## config.mk

```make
export PLATFORM = sky130hd
export DESIGN_NAME = utf8_sanitizer_stream_top
export DESIGN_NICKNAME = d
export VERILOG_FILES = /design/src/hdl/u8s_pkg.sv /design/src/hdl/utf8_sanitizer_stream_top.sv
export SDC_FILE = /design/constraint.sdc
export NUM_CORES = 1
export LEC_CHECK = 0
export BUFFER_PORTS_ARGS = -buffer_cell sky130_fd_sc_hd__buf_2
export CAP_MARGIN = 20
export CORE_MARGIN = 5
export CORE_UTILIZATION = 25
export CTS_CLUSTER_DIAMETER = 100
export DETAILED_ROUTE_END_ITERATION = 10
export SYNTH_ARGS = -nofsm -noshare
export SYNTH_HDL_FRONTEND = slang
export SYNTH_SLANG_ARGS = --single-unit
```

## constraint.sdc

```tcl
create_clock -name clk -period 5.4 [get_ports clk]
set_input_delay 0.27 -clock clk [delete_from_list [all_inputs] [get_ports clk]]
set_output_delay 0.27 -clock clk [all_outputs]
set_load 0.005 [all_outputs]
```

## src/hdl/u8s_pkg.sv

```systemverilog
package u8s_pkg;

	// Replacement character and byte-class masks
	localparam logic [7:0] SUB_CHAR   = 8'h3F;
	localparam logic [7:0] CONT_MASK  = 8'hC0;
	localparam logic [7:0] CONT_CODE  = 8'h80;

	// Most results one byte can release, and depth of the result queue
	localparam int MAX_RUN    = 4;
	localparam int FIFO_DEPTH = 8;

	// One input transfer
	typedef struct packed {
		logic [7:0] in_byte;
		logic       is_last;
	} raw_t;

	// One result transfer
	typedef struct packed {
		logic [7:0] out_byte;
		logic       run_last;
		logic       string_last;
	} res_t;

	// 1 for ASCII, 2..4 for a lead, 0 for a continuation or invalid byte
	function automatic logic [2:0] seq_length(input logic [7:0] c);
		logic [2:0] len;
		if (c[7] == 1'b0)
			len = 3'd1;
		else if (c[7:5] == 3'b110)
			len = 3'd2;
		else if (c[7:4] == 4'b1110)
			len = 3'd3;
		else if (c[7:3] == 5'b11110)
			len = 3'd4;
		else
			len = 3'd0;
		return len;
	endfunction

endpackage

```

## src/hdl/utf8_sanitizer_stream_top.sv

```systemverilog
// Channel  | Direction | Payload         | Handshake
// raw      | in        | u8s_pkg::raw_t  | raw_valid / raw_stall
// clean    | out       | u8s_pkg::res_t  | clean_valid / clean_stall
//
// A byte is registered on entry and classified the next cycle; each byte in
// gives 0 to 4 bytes out; one byte per cycle is sustained while the result queue has room.
// A classified byte releases 0 to 4 results into an 8-entry result queue; the
// stage waits while the queue could not take four more, which only happens
// when the output side stalls.
// An accepted byte passes the input register and then the result queue before its results can leave.
// Reset clears the held sequence and the queue; the held bytes need no reset.
module utf8_sanitizer_stream_top (
	input  logic           clk,
	input  logic           arst_n,
	input  logic           raw_valid,
	output logic           raw_stall,
	input  u8s_pkg::raw_t  raw_item,
	output logic           clean_valid,
	input  logic           clean_stall,
	output u8s_pkg::res_t  clean_item
);

	localparam int PTR_W = $clog2(u8s_pkg::FIFO_DEPTH);
	localparam int CNT_W = $clog2(u8s_pkg::FIFO_DEPTH + 1);
	localparam logic [CNT_W-1:0] ROOM_LIMIT = CNT_W'(u8s_pkg::FIFO_DEPTH - u8s_pkg::MAX_RUN);

	// Input register
	logic        valid_s1;
	logic [7:0]  byte_s1;
	logic        last_s1;

	// Held sequence
	logic [7:0]  pend_q [3];
	logic [1:0]  pcnt_q;
	logic [2:0]  need_q;

	// Result queue
	u8s_pkg::res_t      fifo_q [u8s_pkg::FIFO_DEPTH];
	logic [PTR_W-1:0]   wr_ptr_q;
	logic [PTR_W-1:0]   rd_ptr_q;
	logic [CNT_W-1:0]   count_q;

	logic        proc;
	logic        pop;
	logic        accept;
	logic        cont;
	logic        complete;
	logic        broken;
	logic        fresh_emit;
	logic [2:0]  len;
	logic [2:0]  pc_ext;
	logic [2:0]  n_res;
	logic [7:0]  fresh_out;
	u8s_pkg::res_t res [u8s_pkg::MAX_RUN];

	assign proc      = valid_s1 && (count_q <= ROOM_LIMIT);
	assign pop       = clean_valid && !clean_stall;
	assign raw_stall = valid_s1 && !proc;
	assign accept    = raw_valid && !raw_stall;

	// Input register
	always_ff @(posedge clk or negedge arst_n) begin
		if (!arst_n) begin
			valid_s1 <= 1'b0;
		end else if (accept) begin
			valid_s1 <= 1'b1;
		end else if (proc) begin
			valid_s1 <= 1'b0;
		end
	end

	always_ff @(posedge clk) begin
		if (accept) begin
			byte_s1 <= raw_item.in_byte;
			last_s1 <= raw_item.is_last;
		end
	end

	// Classify the byte against the held sequence
	always_comb begin
		logic [2:0] kk;
		kk         = '0;
		pc_ext     = {1'b0, pcnt_q};
		cont       = (byte_s1 & u8s_pkg::CONT_MASK) == u8s_pkg::CONT_CODE;
		len        = u8s_pkg::seq_length(byte_s1);
		complete   = (pcnt_q != 2'd0) && cont && ((pc_ext + 3'd1) == need_q);
		broken     = (pcnt_q != 2'd0) && cont && !complete && (last_s1 || pcnt_q == 2'd3);
		fresh_emit = (len == 3'd1) || (len == 3'd0) || last_s1;
		fresh_out  = (len == 3'd1) ? byte_s1 : u8s_pkg::SUB_CHAR;

		if ((pcnt_q != 2'd0) && cont)
			n_res = (complete || broken) ? pc_ext + 3'd1 : 3'd0;
		else
			n_res = pc_ext + {2'b00, fresh_emit};

		for (int k = 0; k < u8s_pkg::MAX_RUN; k++) begin
			kk = 3'(k);
			if (kk < pc_ext)
				res[k].out_byte = (complete && k < 3) ? pend_q[k[1:0]] : u8s_pkg::SUB_CHAR;
			else if (complete)
				res[k].out_byte = byte_s1;
			else if (broken)
				res[k].out_byte = u8s_pkg::SUB_CHAR;
			else
				res[k].out_byte = fresh_out;
			res[k].run_last    = (kk + 3'd1) == n_res;
			res[k].string_last = ((kk + 3'd1) == n_res) && last_s1;
		end
	end

	// Held sequence update
	always_ff @(posedge clk or negedge arst_n) begin
		if (!arst_n) begin
			pcnt_q <= 2'd0;
			need_q <= 3'd0;
		end else if (proc) begin
			if (last_s1 || complete || broken) begin
				pcnt_q <= 2'd0;
				need_q <= 3'd0;
			end else if ((pcnt_q != 2'd0) && cont) begin
				pcnt_q <= pcnt_q + 2'd1;
			end else if (len >= 3'd2) begin
				pcnt_q <= 2'd1;
				need_q <= len;
			end else begin
				pcnt_q <= 2'd0;
				need_q <= 3'd0;
			end
		end
	end

	always_ff @(posedge clk) begin
		if (proc && !last_s1) begin
			if ((pcnt_q != 2'd0) && cont) begin
				if (!complete && !broken)
					pend_q[pcnt_q] <= byte_s1;
			end else if (len >= 3'd2) begin
				pend_q[0] <= byte_s1;
			end
		end
	end

	// Result queue: up to four writes, one read per cycle while the output side does not stall
	always_ff @(posedge clk) begin
		if (proc) begin
			for (int k = 0; k < u8s_pkg::MAX_RUN; k++) begin
				if (3'(k) < n_res)
					fifo_q[wr_ptr_q + PTR_W'(k)] <= res[k];
			end
		end
	end

	always_ff @(posedge clk or negedge arst_n) begin
		if (!arst_n) begin
			wr_ptr_q <= '0;
			rd_ptr_q <= '0;
			count_q  <= '0;
		end else begin
			if (proc)
				wr_ptr_q <= wr_ptr_q + PTR_W'(n_res);
			if (pop)
				rd_ptr_q <= rd_ptr_q + PTR_W'(1);
			count_q <= count_q + (proc ? CNT_W'(n_res) : CNT_W'(0)) - CNT_W'(pop);
		end
	end

	assign clean_valid = count_q != '0;
	assign clean_item  = fifo_q[rd_ptr_q];

`ifndef SYNTHESIS
	a_count_bound: assert property (@(posedge clk) disable iff (!arst_n)
		count_q <= CNT_W'(u8s_pkg::FIFO_DEPTH))
		else $error("result queue overflow");

	a_need_consistent: assert property (@(posedge clk) disable iff (!arst_n)
		(pcnt_q != 2'd0) |-> ((need_q > pc_ext) && (need_q <= 3'd4)))
		else $error("held count out of step with sequence length");

	a_idle_need: assert property (@(posedge clk) disable iff (!arst_n)
		(pcnt_q == 2'd0) |-> (need_q == 3'd0))
		else $error("sequence length set with nothing held");

	a_last_clears: assert property (@(posedge clk) disable iff (!arst_n)
		(proc && last_s1) |=> (pcnt_q == 2'd0))
		else $error("sequence held across end of string");

	a_hold_grows: assert property (@(posedge clk) disable iff (!arst_n)
		(proc && n_res == 3'd0) |=> (pcnt_q != 2'd0) && ($past(pcnt_q) != 2'd3))
		else $error("byte swallowed without being held");
`endif

endmodule

```

# Word level (Yosys, flattened, before mapping)
# Memories as Yosys holds them, arrays and structs flattened.
# Cells that the tools add are included.
word_totals:
  out_inout_bits: 12
  mem_count: 2
  inputBits: 13
  register_bits: 25
  ram_bits: 104
  wordCells: 120
classes:
  n_lt_le_gt_ge: 9
  add_sub_neg: 10
  muxes: 47
  n_reduce_logical: 32
  n_eq_ne: 12
mem_list:
  columns: ["memory", "words", "width", "rd", "rd_ports_with_merged_regs", "write_ports", "line", "source"]
  rows:
  - ["fifo_q", 8, 10, 1, 0, 4, "utf8_sanitizer_stream_top.sv:38", "u8s_pkg::res_t fifo_q [u8s_pkg::FIFO_DEPTH];"]
  - ["pend_q", 3, 8, 3, 0, 1, "utf8_sanitizer_stream_top.sv:33", "logic [7:0] pend_q [3];"]
op_table:
  columns: ["operator", "n"]
  rows:
  - ["8-bit 2-to-1 mux", 10]
  - ["3-bit 2-to-1 mux", 10]
  - ["1-bit 2-to-1 mux", 24]
  - ["1-bit logical AND", 14]
  - ["8-bit OR reduction", 1]
  - ["3-bit by 1-bit adder with 3-bit output (second input constant)", 2]
  - ["3-bit by 2-bit adder with 3-bit output (second input constant)", 2]
  - ["2-bit by 3-bit == test with 1-bit output (first input constant)", 2]
  - ["1-bit logical NOT", 6]
  - ["1-bit logical OR", 6]
  - ["1-bit by 3-bit < comparator with 1-bit output (first input constant)", 2]
  - ["2-bit by 3-bit < comparator with 1-bit output (first input constant)", 2]
  - ["2-bit 2-to-1 mux", 3]
  - ["5-bit == test (second input constant)", 1]
  - ["4-bit by 3-bit adder with 4-bit output", 1]
  - ["2-bit == test (second input constant)", 2]
  - ["4-bit == test (second input constant)", 1]
  - ["4-bit by 3-bit less-or-equal comparator with 1-bit output (second input constant)", 1]
  - ["1-bit by 2-bit < comparator with 1-bit output (first input constant)", 2]
  - ["2-bit nonzero test", 2]
  - ["4-bit nonzero test", 1]
  - ["4-bit by 1-bit subtractor with 4-bit output", 1]
  - ["2-bit by 1-bit adder with 3-bit output", 1]
  - ["2-bit by 1-bit adder with 3-bit output (second input constant)", 1]
  - ["12 further kinds", 12]

# Depth between registers and ports, before layout
# Gate-level depths: netlist (run 1).
depth:
  depth_word: 14
  mapped_depth: 18
  mapped_depth_nobuf: 13

# Worst setup path after synthesis (run 1)
# Ideal clock, no wire load.
synth_path:
  path_type: "flip-flop to flip-flop"
  startpoint: "register pcnt_q[1]"
  endpoint: "memory fifo_q[2][0] (netlist bit), enable pin"
  setup_slack_ns: 1.030
  required_time_ns: 4.985
  synth_period_minus_slack_ns: 4.370
  n_path_buf: 4
  stages_incl_launch_ff: 14
  arrival_ns: 3.955
  setup_ns: 0.415
  cell_sequence: "dfrtp_1 -> clkbuf_1 -> inv_1 -> clkbuf_1 -> ha_1 -> or3b_1 -> buf_6 -> mux2i_1 -> buf_4 -> nor2_2 -> inv_1 -> a21oi_1 -> o21ai_1 -> o311ai_0"
synth_lines:
  columns: ["element", "line", "source"]
  rows:
  - ["start: declaration", "utf8_sanitizer_stream_top.sv:34", "logic [1:0] pcnt_q;"]
  - ["start signal: assignment", "utf8_sanitizer_stream_top.sv:121", "pcnt_q <= pcnt_q + 2'd1;"]
  - ["end: declaration", "utf8_sanitizer_stream_top.sv:38", null]

==> flow_summary.toml, run 1 <==
[status]
status = "completed"

[detailed_routing]
drt_iter0_markers = 711
firstDrtPassIters = 5
wl_per_cell_um = 20.3
drt-total-wl_um = 24100
drc = 0
viasPerCell = 5.25
vias = 6238
ant_nets = 0

[timing]
worst_slew_pin_slew_ns = 1.05
fin_skew_ns = 0.00741
finalSetupViolCount = 0
hold_viol_final = 0
slew_viol_final = 0
rsz0062_at_grt = "false"
min_period_ns = 4.30
period_share = 0.797
slew_headroom = 0.297
fmax_mhz = 232
timing.setup.tns_ns = 0

[floorplanning]
die_area_um2 = 36700
die_x_um = 192
placementRows = 66
pin_count = 25
initial_core_util = 0.253
core_area_um2 = 32500
die_h_um = 192

[synth]
syn_area_per_cell_um2 = 11.5
synth_ff_type = "edfxtp_1"
synth_cell_types = 69
yosys_warnings = 0
synthArstFlopShare = 0.124
syn-num-nets = 745
synth-edff-count = 113
yosysSeqAreaShare = 0.461
ys_ff_latch = 129
synth_area_um2 = 8240
syn_inst = 715

[flow_run]
max_cap_violations = 0

[setup_path]
critPathRequiredTime_ns = 5.58
critPathKind = "flop to flop"
crit_path_max_fanout = 21
critPathLaunchType = "flop"
critPathArrivalTime_ns = 4.48
end_kind = "flop"

[clocking]
clk_latency_ns = 0.43
clkSinkCount = 129
postCtsSetupRepairBufs = 0
path_clk_slew_ns = 0.06
clockBufferDepth = 2
cts-root-buf = "clkbuf_16"
cts_buffers = 17
cts_tree = "done"
htree_levels = 4
cts-resized-gates = 0

[grt]
track_usage = 0.134
grt-ovfl-total = 0
grt_max_degree = 28
antenna_found_initial = 0
grt_pass1_vias = 6030
grt_pass1_wl_um = 37400

[finish]
filler_cell_count = 3349
final_net_count = 764
fin_cells = 1188
final_common_cell = "edfxtp_1"
drive_above_1_share = 0.181
n_antenna_cell = 0
layout_common_cells = "edfxtp_1 (113), mux2i_1 (64), nor2_1 (64), a221oi_1 (41), nand2_1 (36)"
syn2layout_area_growth_pct = 13.9

[pwr]
vdd_drop_max_mv = 0.206
power.switching_mw = 2.21
p_sw_frac = 0.426
intPower_mw = 2.97
powerDensity_nw_per_um2 = 552
p_clk_frac = 0.208
pwr-share-seq = 0.315
total_leakage_power_nw = 3.04
pwr-share-comb = 0.477

[hold_path]
worstHoldPathType = "input port to flop"

[place]
io_buffers = 24
dp_hpwl_um = 18100
place_inst = 1154
place.gp.congestion = 0.912
per-layer routing:
| metal | track usage | up-vias | share of wire |
|---|---|---|---|
| li1 | - | 2852 | - |
| met4 | 0.0420 | 0 | 0.023 |
| met5 | 0 | - | 0 |
| met3 | 0.0347 | 39 | 0.082 |
| met1 | 0.188 | 3047 | 0.44 |
| met2 | 0.201 | 300 | 0.45 |
flip-flops by register name, indices dropped and copies added (netlist names):
| signal | count |
|---|---|
| last_s1 | 1 |
| rd_ptr_q | 3 |
| valid_s1 | 1 |
| fifo_q | 80 |
| pend_q | 24 |
| need_q | 3 |
| wr_ptr_q | 3 |
| count_q | 4 |
| byte_s1 | 8 |
| pcnt_q | 2 |
Yosys cell counts, types with 3 or more instances:
library cell / instances / area share
nor2_2: 5 / 0.0038
a21o_1: 3 / 0.0027
o21ai_0: 14 / 0.0085
a2bb2oi_1: 4 / 0.0043
xor2_1: 4 / 0.0043
a311o_1: 5 / 0.0061
a21oi_1: 29 / 0.018
mux2i_1: 64 / 0.078
clkbuf_1: 24 / 0.011
a221o_1: 7 / 0.0085
xnor2_1: 9 / 0.0096
o21ai_1: 9 / 0.0055
and2_1: 12 / 0.0091
nor2b_1: 6 / 0.0046
mux2_2: 14 / 0.019
nand2_1: 36 / 0.016
mux2_1: 5 / 0.0068
dfrtp_1: 16 / 0.049
a31oi_1: 5 / 0.0038
inv_1: 25 / 0.011
o32ai_1: 3 / 0.0032
nand2b_1: 12 / 0.0091
nor2_1: 64 / 0.029
buf_2: 8 / 0.0049
nor3_1: 22 / 0.013
nor4b_2: 4 / 0.0073
nand4_1: 10 / 0.0076
a221oi_1: 41 / 0.044
buf_1: 3 / 0.0014
ha_1: 15 / 0.023
buf_4: 3 / 0.0027
buf_6: 5 / 0.0068
edfxtp_1: 113 / 0.41
nand3_1: 5 / 0.0030
mux4_2: 20 / 0.055
a22o_1: 10 / 0.011
o22ai_1: 14 / 0.011
and3_1: 10 / 0.0076
nor2_4: 8 / 0.011
nor4_1: 11 / 0.0084
worst paths after layout:
path	start	slack, ns	end	cells after the start
hold / removal	raw_item[8]	0.01	byte_s1[7]$_DFFE_PP_	1
setup reg to reg	pcnt_q[1]$_DFFE_PN0P_	1.10	fifo_q[3][6]$_DFFE_PP_	9
setup / recovery	pcnt_q[1]$_DFFE_PN0P_	1.10	fifo_q[3][6]$_DFFE_PP_	9
min in group asynchronous	arst_n	0.31	count_q[0]$_DFF_PN0_	2
max in group asynchronous	arst_n	4.80	rd_ptr_q[0]$_DFFE_PN0P_	2
hold reg to reg	need_q[2]$_DFFE_PN0P_	0.53	need_q[2]$_DFFE_PN0P_	2
repair_timing:
item | CTS | global route
endpoints found under the hold margin | 17 | 0
setup endpoints to repair | 0 | 0
hold buffers | 2 | 0
layout make-up:
| class | count | area (um2) | area share |
|---|---|---|---|
| multi-input cells | 516 | 4120 | 0.439 |
| clock inverters | 13 | 115 | 0.0123 |
| clock buffers | 18 | 429 | 0.0457 |
| inverters | 26 | 97.6 | 0.0104 |
| repair buffers | 44 | 275 | 0.0293 |
| well taps | 442 | 553 | 0.0589 |
| flip-flops and latches | 129 | 3790 | 0.404 |
worst max-delay path, cell delays in order (launching register included):
cell and delay [ns]:
dfrtp_1 0.62, inv_1 0.31, ha_1 0.32, or3b_1 0.54, mux2i_1 0.77, o21a_4 0.47, nor2_1 0.11, o21ai_1 0.36
o21ai_0 0.29, buf_4 0.25
stage by stage:
stage	setup WS, ns	hold WS, ns	total power, mW	area (um2)	utilization
floorplan	1.03	-0.0256	3.39	8240	-
global placement	1.18	0.223	4.04	8810	0.271
detailed placement	1.04	0.225	4.09	8810	0.271
CTS	1.03	0.00435	5.17	9380	0.288
global route	0.806	0.00377	5.50	9380	0.288
finish	1.10	0.0149	5.18	9380	0.288
power by group through the flow:
stage / Clock [mW] / Combinational (mW) / Sequential [mW]
after floorplan: 0 / 1.89 / 1.50
after global placement: 0 / 2.40 / 1.65
after detailed placement: 0 / 2.43 / 1.65
after CTS: 1.10 / 2.44 / 1.64
after global routing: 1.14 / 2.70 / 1.66
final: 1.08 / 2.47 / 1.63
kinds of logic after synthesis:
kind of cell,after synthesis,synth area share
simple gates,220,0.146
compound gates,162,0.151
flops,129,0.461
mux,103,0.158
buf+inv,70,0.0410
fa+ha+maj,17,0.0276
xor+xnor,14,0.0158
Power figures use the tool's default switching activity.
==> inputs of run 2 (changes only) <==
==> constraint.sdc (replaced) <==
create_clock -name clk -period 3.5 [get_ports clk]
set_input_delay 0.175 -clock clk [delete_from_list [all_inputs] [get_ports clk]]
set_output_delay 0.175 -clock clk [all_outputs]
set_load 0.005 [all_outputs]
==> run 2 against run 1 <==
Against the previous run:
- sequential power grew 49%
- final area grew 6.3%
- worst setup slack lost 1.0 ns
- via count grew 3.6%
==> flow_summary.toml, run 2 (synthesis gave the netlist of run 1 again) <==
[timing]
worst_slew_pin_slew_ns = 0.970
fin_skew_ns = 0.0156
timing.setup.tns_ns = 0
finalSetupViolCount = 0
period_share = 0.979
rsz0062_at_grt = "false"
slew_headroom = 0.354
min_period_ns = 3.42
slew_viol_final = 0
fmax_mhz = 292
hold_viol_final = 0

[floorplanning]
die_h_um = 192
die_x_um = 192
placementRows = 66
pin_count = 25
core_area_um2 = 32500
initial_core_util = 0.253
die_area_um2 = 36700

[finish]
post-route-util = 0.306
largestRegisters = "fifo_q: 80 flops, pend_q: 24 flops, byte_s1: 8 flops"
syn2layout_area_growth_pct = 21.1
filler_cell_count = 3348
n_antenna_cell = 0
fin_area_um2 = 9970
drive_above_1_share = 0.244
fin_cells = 1255
final_common_cell = "edfxtp_1"
largest_reg_flops = 80
final_net_count = 830
layout_common_cells = "edfxtp_1 (113), buf_4 (75), mux2i_1 (64), nor2_1 (64), a221oi_1 (41)"
top_register = "fifo_q"

[setup_path]
critPathKind = "flop to flop"
critPathRequiredTime_ns = 3.66
crit_path_max_fanout = 13
end_kind = "flop"
reg2reg_slack_ns = 0.08
r2r-end = "fifo_q[2][4]$_DFFE_PP_"
r2r-start = "pcnt_q[1]$_DFFE_PN0P_"
r2r_cells = 8
critPathArrivalTime_ns = 3.58
critPathLaunchType = "flop"

[detailed_routing]
ant_nets = 0
wl_per_cell_um = 20.3
drt-total-wl_um = 25500
vias = 6461
drt_iter0_markers = 782
viasPerCell = 5.15
drc = 0
firstDrtPassIters = 6

[hold_path]
worstHoldPathCells = 3
worstHoldPathType = "input port to flop"
hp-start = "clean_stall"
holdPathEnd = "rd_ptr_q[0]$_DFFE_PN0P_"

[flow_run]
max_cap_violations = 0

[grt]
track_usage = 0.141
grt_pass1_vias = 6352
grt_pass1_wl_um = 39100
grt_max_degree = 28
grt-ovfl-total = 0
antenna_found_initial = 0

[place]
place_inst = 1212
dp_hpwl_um = 19100
place.gp.congestion = 0.929
dpl_cell_area_um2 = 9280
io_buffers = 24

[pwr]
p_sw_frac = 0.421
vdd_drop_max_mv = 0.343
intPower_mw = 4.91
power.switching_mw = 3.57
powerDensity_nw_per_um2 = 851
p_clk_frac = 0.210
pwr-share-comb = 0.504
total_leakage_power_nw = 3.39
pwr-share-seq = 0.286

[clocking]
cts_tree = "done"
path_clk_slew_ns = 0.07
htree_levels = 4
clk_latency_ns = 0.44
cts-resized-gates = 0
clockBufferDepth = 2
cts-root-buf = "clkbuf_16"
cts_buffers = 17
clkSinkCount = 129

[status]
status = "completed"
-- run 2: repair_timing --
| action | in CTS | in global routing |
|---|---|---|
| setup endpoints to repair | 0 | 0 |
| buffers inserted | 0 | 0 |
| hold buffers | 11 | 0 |
| endpoints found under the hold margin | 26 | 0 |
-- run 2: final cells by class --
| cell class | count | area [um2] | share of cell area |
|---|---|---|---|
| clock inverters | 14 | 149 | 0.0149 |
| repair buffers | 110 | 793 | 0.0795 |
| well taps | 442 | 553 | 0.0555 |
| clock buffers | 18 | 429 | 0.0430 |
| inverters | 26 | 97.6 | 0.00979 |
| flip-flops and latches | 129 | 3790 | 0.380 |
| multi-input cells | 516 | 4160 | 0.417 |
-- run 2: power by group through the flow --
| stage | clock network [mW] | registers, mW | logic [mW] |
|---|---|---|---|
| floorplan | 0 | 2.32 | 2.97 |
| global placement | 0 | 2.45 | 4.19 |
| detailed placement | 0 | 2.46 | 4.23 |
| CTS | 1.82 | 2.43 | 4.26 |
| global route | 1.87 | 2.46 | 4.67 |
| finish | 1.78 | 2.43 | 4.28 |
-- run 2: worst max-delay path: stages (launching register included) --
cell,delay [ns]
dfrtp_1,0.37
buf_4,0.19
ha_1,0.30
xnor2_1,0.44
a311o_1,0.33
a221o_1,0.39
and4_1,0.53
nor4b_2,0.10
a221oi_1,0.50
-- run 2: worst max-delay path by stage --
stage | startpoint | end | slack [ns] | cells after the start
detailed placement | pcnt_q[0]$_DFFE_PN0P_ | fifo_q[6][6]$_DFFE_PP_ | 0.17 | 10
CTS | pcnt_q[0]$_DFFE_PN0P_ | fifo_q[6][9]$_DFFE_PP_ | 0.16 | 10
finish | pcnt_q[1]$_DFFE_PN0P_ | fifo_q[2][4]$_DFFE_PP_ | 0.08 | 8
global route | last_s1$_DFFE_PP_ | fifo_q[2][4]$_DFFE_PP_ | 0.005 | 11
global placement | pcnt_q[0]$_DFFE_PN0P_ | fifo_q[6][4]$_DFFE_PP_ | 0.18 | 10
floorplan | pcnt_q[1]$_DFFE_PN0P_ | count_q[2]$_DFF_PN0_ | -0.02 | 17
-- run 2: layer usage --
layer,vias up,routed length (um),global-route usage
li1,2986,-,-
met1,3115,11500,0.204
met2,318,11400,0.215
met3,42,2160,0.0267
met4,0,468,0.0370
met5,-,0,0
-- run 2: through the flow --
step	total power [mW]	hold slack, ns	worst slack, ns
final	8.49	0.105	0.0750
after floorplan	5.28	-0.121	-0.0242
after detailed placement	6.69	0.136	0.173
after global routing	9.01	0.143	0.00548
after global placement	6.64	0.131	0.179
after CTS	8.51	0.111	0.164
